## config.mk

```make
export PLATFORM = sky130hd
export DESIGN_NAME = ppc_front
export DESIGN_NICKNAME = d
export VERILOG_FILES = /design/src/sv/ppc_pkg.sv /design/src/sv/ppc_front.sv
export SDC_FILE = /design/constraint.sdc
export NUM_CORES = 1
export LEC_CHECK = 0
export ABC_AREA = 1
export BUFFER_PORTS_ARGS = -buffer_cell sky130_fd_sc_hd__buf_2
export CAP_MARGIN = 20
export CORE_ASPECT_RATIO = 0.8
export CORE_MARGIN = 3
export CORE_UTILIZATION = 50
export CTS_CLUSTER_DIAMETER = 50
export DETAILED_ROUTE_END_ITERATION = 10
export PLACE_DENSITY = 0.78
export REMOVE_ABC_BUFFERS = 1
export SLEW_MARGIN = 20
export SYNTH_ARGS = -nofsm -noshare
export SYNTH_HDL_FRONTEND = slang
export SYNTH_SLANG_ARGS = --single-unit
```

## constraint.sdc

```tcl
create_clock -name i_clk -period 4.8 [get_ports i_clk]
set_clock_uncertainty 0.1 [all_clocks]
set_input_delay 0 -clock i_clk [delete_from_list [all_inputs] [get_ports i_clk]]
set_output_delay 0 -clock i_clk [all_outputs]
set_load 0.02 [all_outputs]
```

## src/sv/ppc_pkg.sv

```systemverilog
package ppc_pkg;

    localparam int unsigned CfgIdxW = 3;
    localparam int unsigned CfgDataW = 16;

    localparam logic [CfgIdxW-1:0] REG_GOAL_X        = 3'd0;
    localparam logic [CfgIdxW-1:0] REG_GOAL_Y        = 3'd1;
    localparam logic [CfgIdxW-1:0] REG_GOAL_HEADING  = 3'd2;
    localparam logic [CfgIdxW-1:0] REG_GAIN_DISTANCE = 3'd3;
    localparam logic [CfgIdxW-1:0] REG_GAIN_ALPHA    = 3'd4;
    localparam logic [CfgIdxW-1:0] REG_GAIN_BETA     = 3'd5;
    localparam logic [CfgIdxW-1:0] REG_STOP_DISTANCE = 3'd6;

    // CORDIC datapath: |dx|,|dy| < 2^17, times 2^12, gain growth < 2^1.
    localparam int unsigned XyW = 33;
    localparam int unsigned ZW = 28;

    localparam logic signed [ZW-1:0] PI_Q24 = 28'sd52707179;
    localparam logic [29:0] INV_GAIN_Q30 = 30'd652032874;
    localparam logic signed [15:0] PI_Q12 = 16'sd12868;
    localparam logic signed [15:0] TWO_PI_Q12 = 16'sd25736;
    localparam logic signed [15:0] DEADBAND_Q12 = 16'sd123;
    localparam int LinMax = 819;
    localparam int AngMax = 4096;

    // Front-end request into the queue.
    typedef struct packed {
        logic signed [16:0] dx;
        logic signed [16:0] dy;
        logic signed [14:0] heading;
    } t_req;

    typedef struct packed {
        logic [9:0]         linear_speed;
        logic signed [13:0] angular_speed;
        logic               goal_reached;
    } t_res;

    function automatic logic signed [ZW-1:0] atan_q24(input logic [4:0] i);
        logic signed [ZW-1:0] v;
        case (i)
            5'd0:  v = 28'sd13176795;
            5'd1:  v = 28'sd7778716;
            5'd2:  v = 28'sd4110060;
            5'd3:  v = 28'sd2086331;
            5'd4:  v = 28'sd1047214;
            5'd5:  v = 28'sd524117;
            5'd6:  v = 28'sd262123;
            5'd7:  v = 28'sd131069;
            5'd8:  v = 28'sd65536;
            5'd9:  v = 28'sd32768;
            5'd10: v = 28'sd16384;
            5'd11: v = 28'sd8192;
            5'd12: v = 28'sd4096;
            5'd13: v = 28'sd2048;
            5'd14: v = 28'sd1024;
            5'd15: v = 28'sd512;
            5'd16: v = 28'sd256;
            5'd17: v = 28'sd128;
            5'd18: v = 28'sd64;
            5'd19: v = 28'sd32;
            5'd20: v = 28'sd16;
            5'd21: v = 28'sd8;
            5'd22: v = 28'sd4;
            5'd23: v = 28'sd2;
            default: v = '0;
        endcase
        return v;
    endfunction

    function automatic logic signed [15:0] shape_angle(input logic signed [15:0] a);
        logic signed [15:0] v;
        v = a;
        if (v > -DEADBAND_Q12 && v < DEADBAND_Q12) v = '0;
        if (v > PI_Q12) v = v - TWO_PI_Q12;
        if (v < -PI_Q12) v = v + TWO_PI_Q12;
        return v;
    endfunction

endpackage

```

## src/sv/ppc_front.sv

```systemverilog
module ppc_front (
    input  logic               i_clk,
    input  logic               i_rst_n,
    input  logic               i_valid,
    output logic               o_ready,
    input  logic signed [15:0] i_position_x,
    input  logic signed [15:0] i_position_y,
    input  logic signed [14:0] i_heading,
    input  logic signed [15:0] i_goal_x,
    input  logic signed [15:0] i_goal_y,
    output logic               o_valid,
    input  logic               i_ready,
    output ppc_pkg::t_req      o_req
);
    // Two-entry queue; differences are formed on entry.
    logic [1:0]    r_vld;
    ppc_pkg::t_req r_q [2];
    ppc_pkg::t_req w_new;

    assign w_new.dx = 17'(i_goal_x) - 17'(i_position_x);
    assign w_new.dy = 17'(i_goal_y) - 17'(i_position_y);
    assign w_new.heading = i_heading;

    assign o_ready = !r_vld[1];
    assign o_valid = r_vld[0];
    assign o_req = r_q[0];

    logic w_push, w_pop;
    assign w_push = i_valid && o_ready;
    assign w_pop = o_valid && i_ready;

    always_ff @(posedge i_clk) begin
        if (!i_rst_n) begin
            r_vld <= '0;
        end else begin
            case ({w_push, w_pop})
                2'b10: r_vld <= {r_vld[0], 1'b1};
                2'b01: r_vld <= {1'b0, r_vld[1]};
                default: r_vld <= r_vld;
            endcase
        end
    end

    always_ff @(posedge i_clk) begin
        if (w_pop) begin
            r_q[0] <= r_vld[1] ? r_q[1] : w_new;
        end else if (w_push && !r_vld[0]) begin
            r_q[0] <= w_new;
        end
        if (w_push && (r_vld[0] && !w_pop)) begin
            r_q[1] <= w_new;
        end
    end

`ifndef NO_ASSERTIONS
    a_fill_order: assert property (@(posedge i_clk) disable iff (!i_rst_n)
        r_vld[1] |-> r_vld[0]) else $error("queue hole");
    a_full_stops: assert property (@(posedge i_clk) disable iff (!i_rst_n)
        (r_vld[1] && !w_pop) |=> r_vld[1]) else $error("full queue lost entry");
    a_pop_shift: assert property (@(posedge i_clk) disable iff (!i_rst_n)
        (r_vld == 2'b11 && w_pop) |=> r_vld[0]) else $error("queue drained early");
`endif
endmodule

```

# ---- Yosys cells after proc, flatten, opt, wreduce, memory -nomap -nowiden
# Memories as Yosys holds them, arrays and structs flattened.
# Cells that the tools add are included.
dict set report classes {
  magnitude_cmp 0
  n_mux 13
  multipliers 0
  bitwise 1
  reduce_logical 10
  n_addsub 2
  n_eq_ne 2
  n_div 0
  shifts 0
}
# cell count
set op_table {}
lappend op_table {{$mux 49} 3}
lappend op_table {{$reduce_or 49->1} 1}
lappend op_table {{$sub 16x16->17} 2}
lappend op_table {{$mux 1} 9}
lappend op_table {{$logic_and 1x1->1} 5}
lappend op_table {{$pmux 2 s2} 1}
lappend op_table {{$logic_not 1->1} 3}
lappend op_table {{$eq 2x1->1 const B} 1}
lappend op_table {{$eq 2x2->1 const B} 1}
lappend op_table {{$reduce_bool 2->1} 1}
lappend op_table {{$or 1x1->1} 1}
dict set report word_totals {
  memories 1
  mem_bits_ro 0
  mem_bits_rw 98
  wordCells 30
  out_inout_bits 51
  latch_bits 0
  register_bits 2
  input_bits 83
}
# memory words word_bits rd rd_clocked_by_memory_dff write_ports line_no
set mem_list {}
lappend mem_list {r_q 2 49 2 0 1 ppc_front.sv:17} ;# ppc_pkg::t_req r_q [2];

# ---- Longest topological paths before layout
# Gate-level depths: netlist (run 1).
dict set report depth {
  depth_word 8
  mapped_depth 13
}

# ---- Least setup slack after synthesis (run 1)
# No wires, ideal clock.
dict set report synth_timing {
  path_type {flip-flop to flip-flop}
  from {register r_vld[1]}
  to {memory r_q[0][0] (netlist name), enable pin}
  slack_ns -0.056
  arrival_time_ns 4.233
  required_ns 4.177
  path_stages_with_launch 6
  synth_period_minus_slack_ns 4.856
  path_buffers 2
  cell_sequence {dfxtp_1 > buf_2 > inv_1 > buf_2 > nand2_1 > o21ai_0}
}
dict set report synth_between {
  elab_chain_len 8
  elab_cells_between_ends 13
}
# element line_no
set synth_rtl {}
lappend synth_rtl {{start, declared} ppc_front.sv:16} ;# logic [1:0] r_vld;
lappend synth_rtl {{start signal, assigned} ppc_front.sv:37} ;# 2'b10: r_vld <= {r_vld[0], 1'b1};
lappend synth_rtl {{start signal, assigned} ppc_front.sv:38} ;# 2'b01: r_vld <= {1'b0, r_vld[1]};
lappend synth_rtl {{start signal, assigned} ppc_front.sv:39} ;# default: r_vld <= r_vld;
lappend synth_rtl {{$logic_not 1->1 *} ppc_front.sv:24} ;# assign o_ready = !r_vld[1];
lappend synth_rtl {{$logic_and 1x1->1 *} ppc_front.sv:29} ;# assign w_push = i_valid && o_ready;
lappend synth_rtl {{branches (longest 6 deep; another with $reduce_or 49->1)} --}
lappend synth_rtl {{end, declared} ppc_front.sv:17}
# Every way passes the cells marked *.

==> metrics, run 1 <==
met3 Use GR 6.20%; Most Crowded Layer GR met2; chip width 131 um; Tmin final 2.07 ns; #FFs+latches synth 100; Final nets 997; Avg Vias per Cell 4.72; Synth area leaders edfxtp_1, nand2_1, inv_1; Placer Congestion 0.862; post-synth top area share 46.8%; total congestion overflow 0; status finished, final reports clean; count of final setup violators 0; CP Cell Sequence dlygate4sd3_1 -> buf_2 -> ha_1 -> fa_1 -> inv_1 -> nand2_1 -> nand2_1 -> nand3_1 -> nand2_1 -> nand2_1 -> nand2_1 -> nand2_1 -> and2_1; Die H 106 um; maximum clock insertion buffer count 2; Initial Util 52.8%; wire per inst 12.8 um; PwrDens 360 nW/um^2; n_diodes 0; register area share after synthesis 47.5%; leak pwr 3.78 nW; Synth Cell Area 6280 um^2; fin. max-slew vios 0; H-tree levels 3; PortBufs 133; row cnt 35; Mean Syn Cell Area 8.13 um^2; Area Growth Syn to Fin 15.3%; GRT Total Usage 19.4%; Ys Warns 0; Root Driver clkbuf_16; met2 usage 28.8%; post_cts resized 0; CP max stage cell dlygate4sd3_1; total number of vias 4,953; most frequent CP cell nand2_1; CP Launch Type primary input; total core area 11,900 um^2; relative slew slack 54.8%; Routed Antenna Nets 0; CTS clock-pin slew for the worst setup and hold paths 0.07 ns; Mapped Cells 773; number of global-route vias before repair 4,480; DR iter-0 viols 295; CP Class primary input to register; Hold Crit Class primary input to register; Arr. time, crit path 2.07 ns; Hold Vio Cnt, Final 0; post-synth cell types 28; fmax 483 MHz; Worst EP required 4.80 ns; hold_sp i_goal_x[0]; CTS Sinks 100; DP Wirelength 9720 um; die area 14,000 um^2; CTS tree done; layout cells sized above 1 18.8%; Clock Latency Late Sink 0.35 ns; VDD IR max 258 uV; CP startpoint i_position_y[0]; largest net degree at the start of global routing 55; RSZ-0062 raised after global routing false; Worst R2R Start r_vld[1]; Post-Route WL 13,400 um; initial antenna violation count 0; # DRC 0; fin crit share 43.2%; Crit Path Max Fanout 4; met1 global-route usage 27.5%; DR pass1 iterations 5; leading area contributor after synthesis edfxtp_1; CP endpoint kind register; total power 2.61 mW; slew at the pin with the worst max-slew slack 0.678 ns; number of I/O pins 134; first-pass GRT wire length 21,600 um; Final Util 60.9%; TritonCTS Buffers 9; CP peak stage delay 0.54 ns; Max-cap violations 0
[stage by stage]
| step | cells | setup TNS [ns] | setup WS, ns | cell area (um^2) | hold WS (ns) |
|---|---|---|---|---|---|
| 6_report | 1050 | 0 | 2.73 | 7250 | 0.0397 |
| 5_1_grt | 1050 | 0 | 2.54 | 7250 | 0.0540 |
| 4_1_cts | 1050 | 0 | 2.74 | 7250 | 0.0289 |
| 3_5_place_dp | 1016 | 0 | 2.81 | 6790 | 0.0983 |
| 3_3_place_gp | 1016 | 0 | 2.84 | 6790 | 0.0943 |
| 2_1_floorplan | 713 | -114.91 | -1.24 | 5870 | -0.00113 |
[cells in the final DEF, fill, tap and decap left out, types with 5 or more instances in the layout]
| cell type | instances |
|---|---|
| nand2_2 | 5 |
| nand3_1 | 36 |
| o21ai_0 | 6 |
| clkbuf_16 | 9 |
| dlygate4sd3_1 | 18 |
| nand2_1 | 306 |
| inv_1 | 136 |
| buf_2 | 133 |
| nor3_1 | 7 |
| and2_1 | 19 |
| edfxtp_1 | 98 |
| ha_1 | 33 |
| a21oi_1 | 16 |
| xor2_1 | 5 |
| nor2_1 | 18 |
[repair_timing]
item / CTS / global route
hold buffers: 18 / 0
setup buffers: 0 / 0
setup endpoints to repair: 0 / 0
endpoints found under the hold margin: 34 / 0
[metal layers]
layer	vias to the layer above	part of all wire [%]
met5	-	0
met4	0	1.5
li1	2565	-
met1	2183	47
met3	18	9.6
met2	187	42
[state kept, by name, indices dropped and copies added, names as in the netlist]
| name | cells |
|---|---|
| r_q | 98 |
| r_vld | 2 |
[final cells by class]
cell class,instances,area [um^2]
repair buffers,155,876
fillers,1052,4660
inverters,137,514
well taps,166,208
clock inverters,7,52.6
clock buffers,9,225
flip-flops and latches,100,2980
multi-input cells,476,2390
[synth_stat cells]
cell type / number
clkbuf_1: 6
xnor2_1: 4
buf_4: 49
nand3b_1: 4
nand3_2: 2
o21ai_0: 7
a31oi_1: 1
and2_1: 19
nand2_1: 306
ha_1: 33
or2_0: 3
inv_2: 1
nor3_2: 1
o211a_1: 1
inv_1: 136
and2_4: 1
nor3_1: 8
buf_2: 5
nand2_2: 5
or2_1: 3
xor2_1: 5
dfxtp_1: 2
nor2_1: 18
nand3_1: 36
fa_1: 2
a21oi_1: 16
xor2_2: 1
edfxtp_1: 98
[power by group]
group          internal, mW  switching, mW
logic                 0.254          0.513
registers              1.13         0.0372
clock network         0.354          0.317
[kinds of logic (layout without fill, tap and decap cells)]
logic type,Yosys count,after routing,synth area share (%)
and+or+nand+nor,406,406,26.9
buffers and inverters,197,308,14.8
DFF,100,100,47.5
adders and majority gates,35,35,7.21
AOI/OAI and AO/OA,25,25,2.09
xor gates and xnor gates,10,10,1.51
[critical path: cells and delay by family]
kind	cells	cell delay [ns]
buffers and inverters	3	0.75
and+or+nand+nor	8	0.69
adders and majority gates	2	0.62
[path summary, 6_finish.rpt]
kind	end	slack, ns	depth (start not counted)
worst max-delay path	r_q[0][76]	2.73	13
worst min-delay path	r_q[0][81]	0.04	4
worst max register to register	r_q[0][29]	2.83	4
worst min register to register	r_q[0][38]	0.42	2
(Power assumes the default switching activity.)
==> run 2: changes to the inputs <==
- clock period: 4.8 -> 1.8 ns (I/O delays scaled with it)
==> metrics, run 2 (same netlist as run 1, synthesis figures left out) <==
CP endpoint kind register; first-pass GRT wire length 21,500 um (-0.64%); n_diodes 0 (unchanged); total congestion overflow 0 (unchanged); relative slew slack 61.6% (+6.8 points); Regs by FF count r_q: 98 flops, r_vld: 2 flops; total core area 11,900 um^2 (unchanged); PwrDens 961 nW/um^2 (+170%); maximum clock insertion buffer count 2 (unchanged); PortBufs 133 (unchanged); top sig layer met4; Tmin final 1.57 ns; fin. max-slew vios 0 (unchanged); number of flip-flops in the largest register 98 (unchanged); # DRC 0 (unchanged); CTS tree done; Post-Route WL 13,300 um (-1.1%); largest net degree at the start of global routing 55 (unchanged); Hold Vio Cnt, Final 0 (unchanged); Routed Antenna Nets 0 (unchanged); Worst EP required 1.72 ns (-3.08 ns); CP Cell Sequence inv_1 -> nor3_2 -> buf_12; fin crit share 87.3%; fmax 636 MHz; CTS Sinks 100 (unchanged); CP max stage cell dfxtp_1; TritonCTS Buffers 9 (unchanged); DR pass1 iterations 5 (unchanged); CP peak stage delay 0.46 ns (-0.08 ns); CTS clock-pin slew for the worst setup and hold paths 0.07 ns (about the same); slew at the pin with the worst max-slew slack 0.576 ns (-0.102 ns); Clock Latency Late Sink 0.34 ns (about the same); most flop-heavy register r_q; M1 WL 6550 um (+3.2%); CP Launch Type register; H-tree levels 3 (unchanged); layout cells sized above 1 19.1% (+0.27 points); Avg Vias per Cell 4.67 (-0.93%); GRT Total Usage 19.1% (-0.21 points); most frequent cells in the layout nand2_1, inv_1, buf_2; Crit Path Max Fanout 49 (+45); DR WL met2 5710 um (+2.1%); Final nets 1,001 (+0.40%); number of I/O pins 134 (unchanged); setup slack after layout 0.228 ns (-2.50 ns); Placer Congestion 0.866 (+0.44%); Worst R2R Start r_vld[0]; leak pwr 3.82 nW (+0.93%); row cnt 35 (unchanged); met3 wire length 908 um (-29%); RSZ-0062 raised after global routing false; number of global-route vias before repair 4,646 (+3.7%); pre-CTS WS -0.0818 ns (-2.89 ns); Initial Util 52.8% (unchanged); DP Wirelength 9590 um (-1.3%); Hold Crit Class primary input to register; VDD IR max 569 uV (+120%); CP Class register to register; Crit path buffers/inverters 2 (-1); CP delay by family, top flip-flops; placed inst area 6840 um^2 (+0.70%); commonest non-fill, non-tap cell in the layout nand2_1; die area 14,000 um^2 (unchanged); Max-cap violations 0 (unchanged); Area Growth Syn to Fin 16.4%; total number of vias 4,921 (-0.65%); chip width 131 um (unchanged); Die H 106 um (unchanged); worst hold slack 0.0491 ns (+0.00947 ns); initial antenna violation count 0 (unchanged); count of final setup violators 0 (unchanged); wire per inst 12.6 um (-1.4%); DR iter-0 viols 303 (+2.7%); Root Driver clkbuf_16; CP startpoint r_vld[0]; post-route cell area 7320 um^2 (+0.93%); hold_sp i_position_y[1]; status finished, final reports clean; Arr. time, crit path 1.50 ns (-0.57 ns)
## run 2: changes by cell type in the layout (fill, tap and decap cells not counted), sizes merged
cell / previous run / this run
clkinv: 4 / 5
clkinvlp: 2 / 0
dlygate4sd3: 18 / 19
buf: 137 / 140
## run 2: final timing paths
path	cells past startpoint	slack, ns	end
min reg2reg	2	0.41	r_q[0][46]
min	3	0.05	r_q[0][65]
max	3	0.23	r_q[0][81]
max reg2reg	3	0.23	r_q[0][81]
## run 2: metrics by stage
stage	cells	total power, mW	setup TNS, ns	util, %
after floorplan	713	4.52	-447.77	-
after global placement	1019	5.16	-0.202	57.4
after detailed placement	1019	5.20	-0.553	57.4
after CTS	1053	7.08	0	61.4
after global routing	1053	7.44	0	61.4
final	1053	7.03	0	61.4
## run 2: worst reg2reg max path: cells and delay by family (launching register included)
kind	cells	cell delay (ns)
DFF	1	0.46
buffers and inverters	2	0.43
and+or+nand+nor	1	0.25
## run 2: final cells by class
| class | count | area [um^2] |
|---|---|---|
| fillers | 1064 | 4600 |
| multi-input cells | 476 | 2390 |
| clock inverters | 6 | 62.6 |
| clock buffers | 9 | 225 |
| flip-flops and latches | 100 | 2980 |
| inverters | 137 | 514 |
| well taps | 166 | 208 |
| repair buffers | 159 | 933 |
## run 2: repair_timing
| action | 4_1_cts | 5_1_grt |
|---|---|---|
| buffers inserted | 0 | 0 |
| endpoints found under the setup margin | 0 | 0 |
| hold endpoints to repair | 34 | 0 |
| gates resized for setup | 0 | 0 |
| hold buffers | 19 | 0 |
## run 2: per-layer routing
| layer | vias up | GRT usage [%] |
|---|---|---|
| met1 | 2210 | 26.4 |
| li1 | 2567 | - |
| met4 | 0 | 4.05 |
| met2 | 134 | 30.2 |
| met3 | 10 | 5.72 |
| met5 | - | 0 |
## run 2: power by group
part	leakage, nW	switching, mW	internal (mW)
clock	0.140	0.874	0.960
sequential	0.934	0.0884	3.02
combinational	2.75	1.38	0.711
total	3.82	2.34	4.69
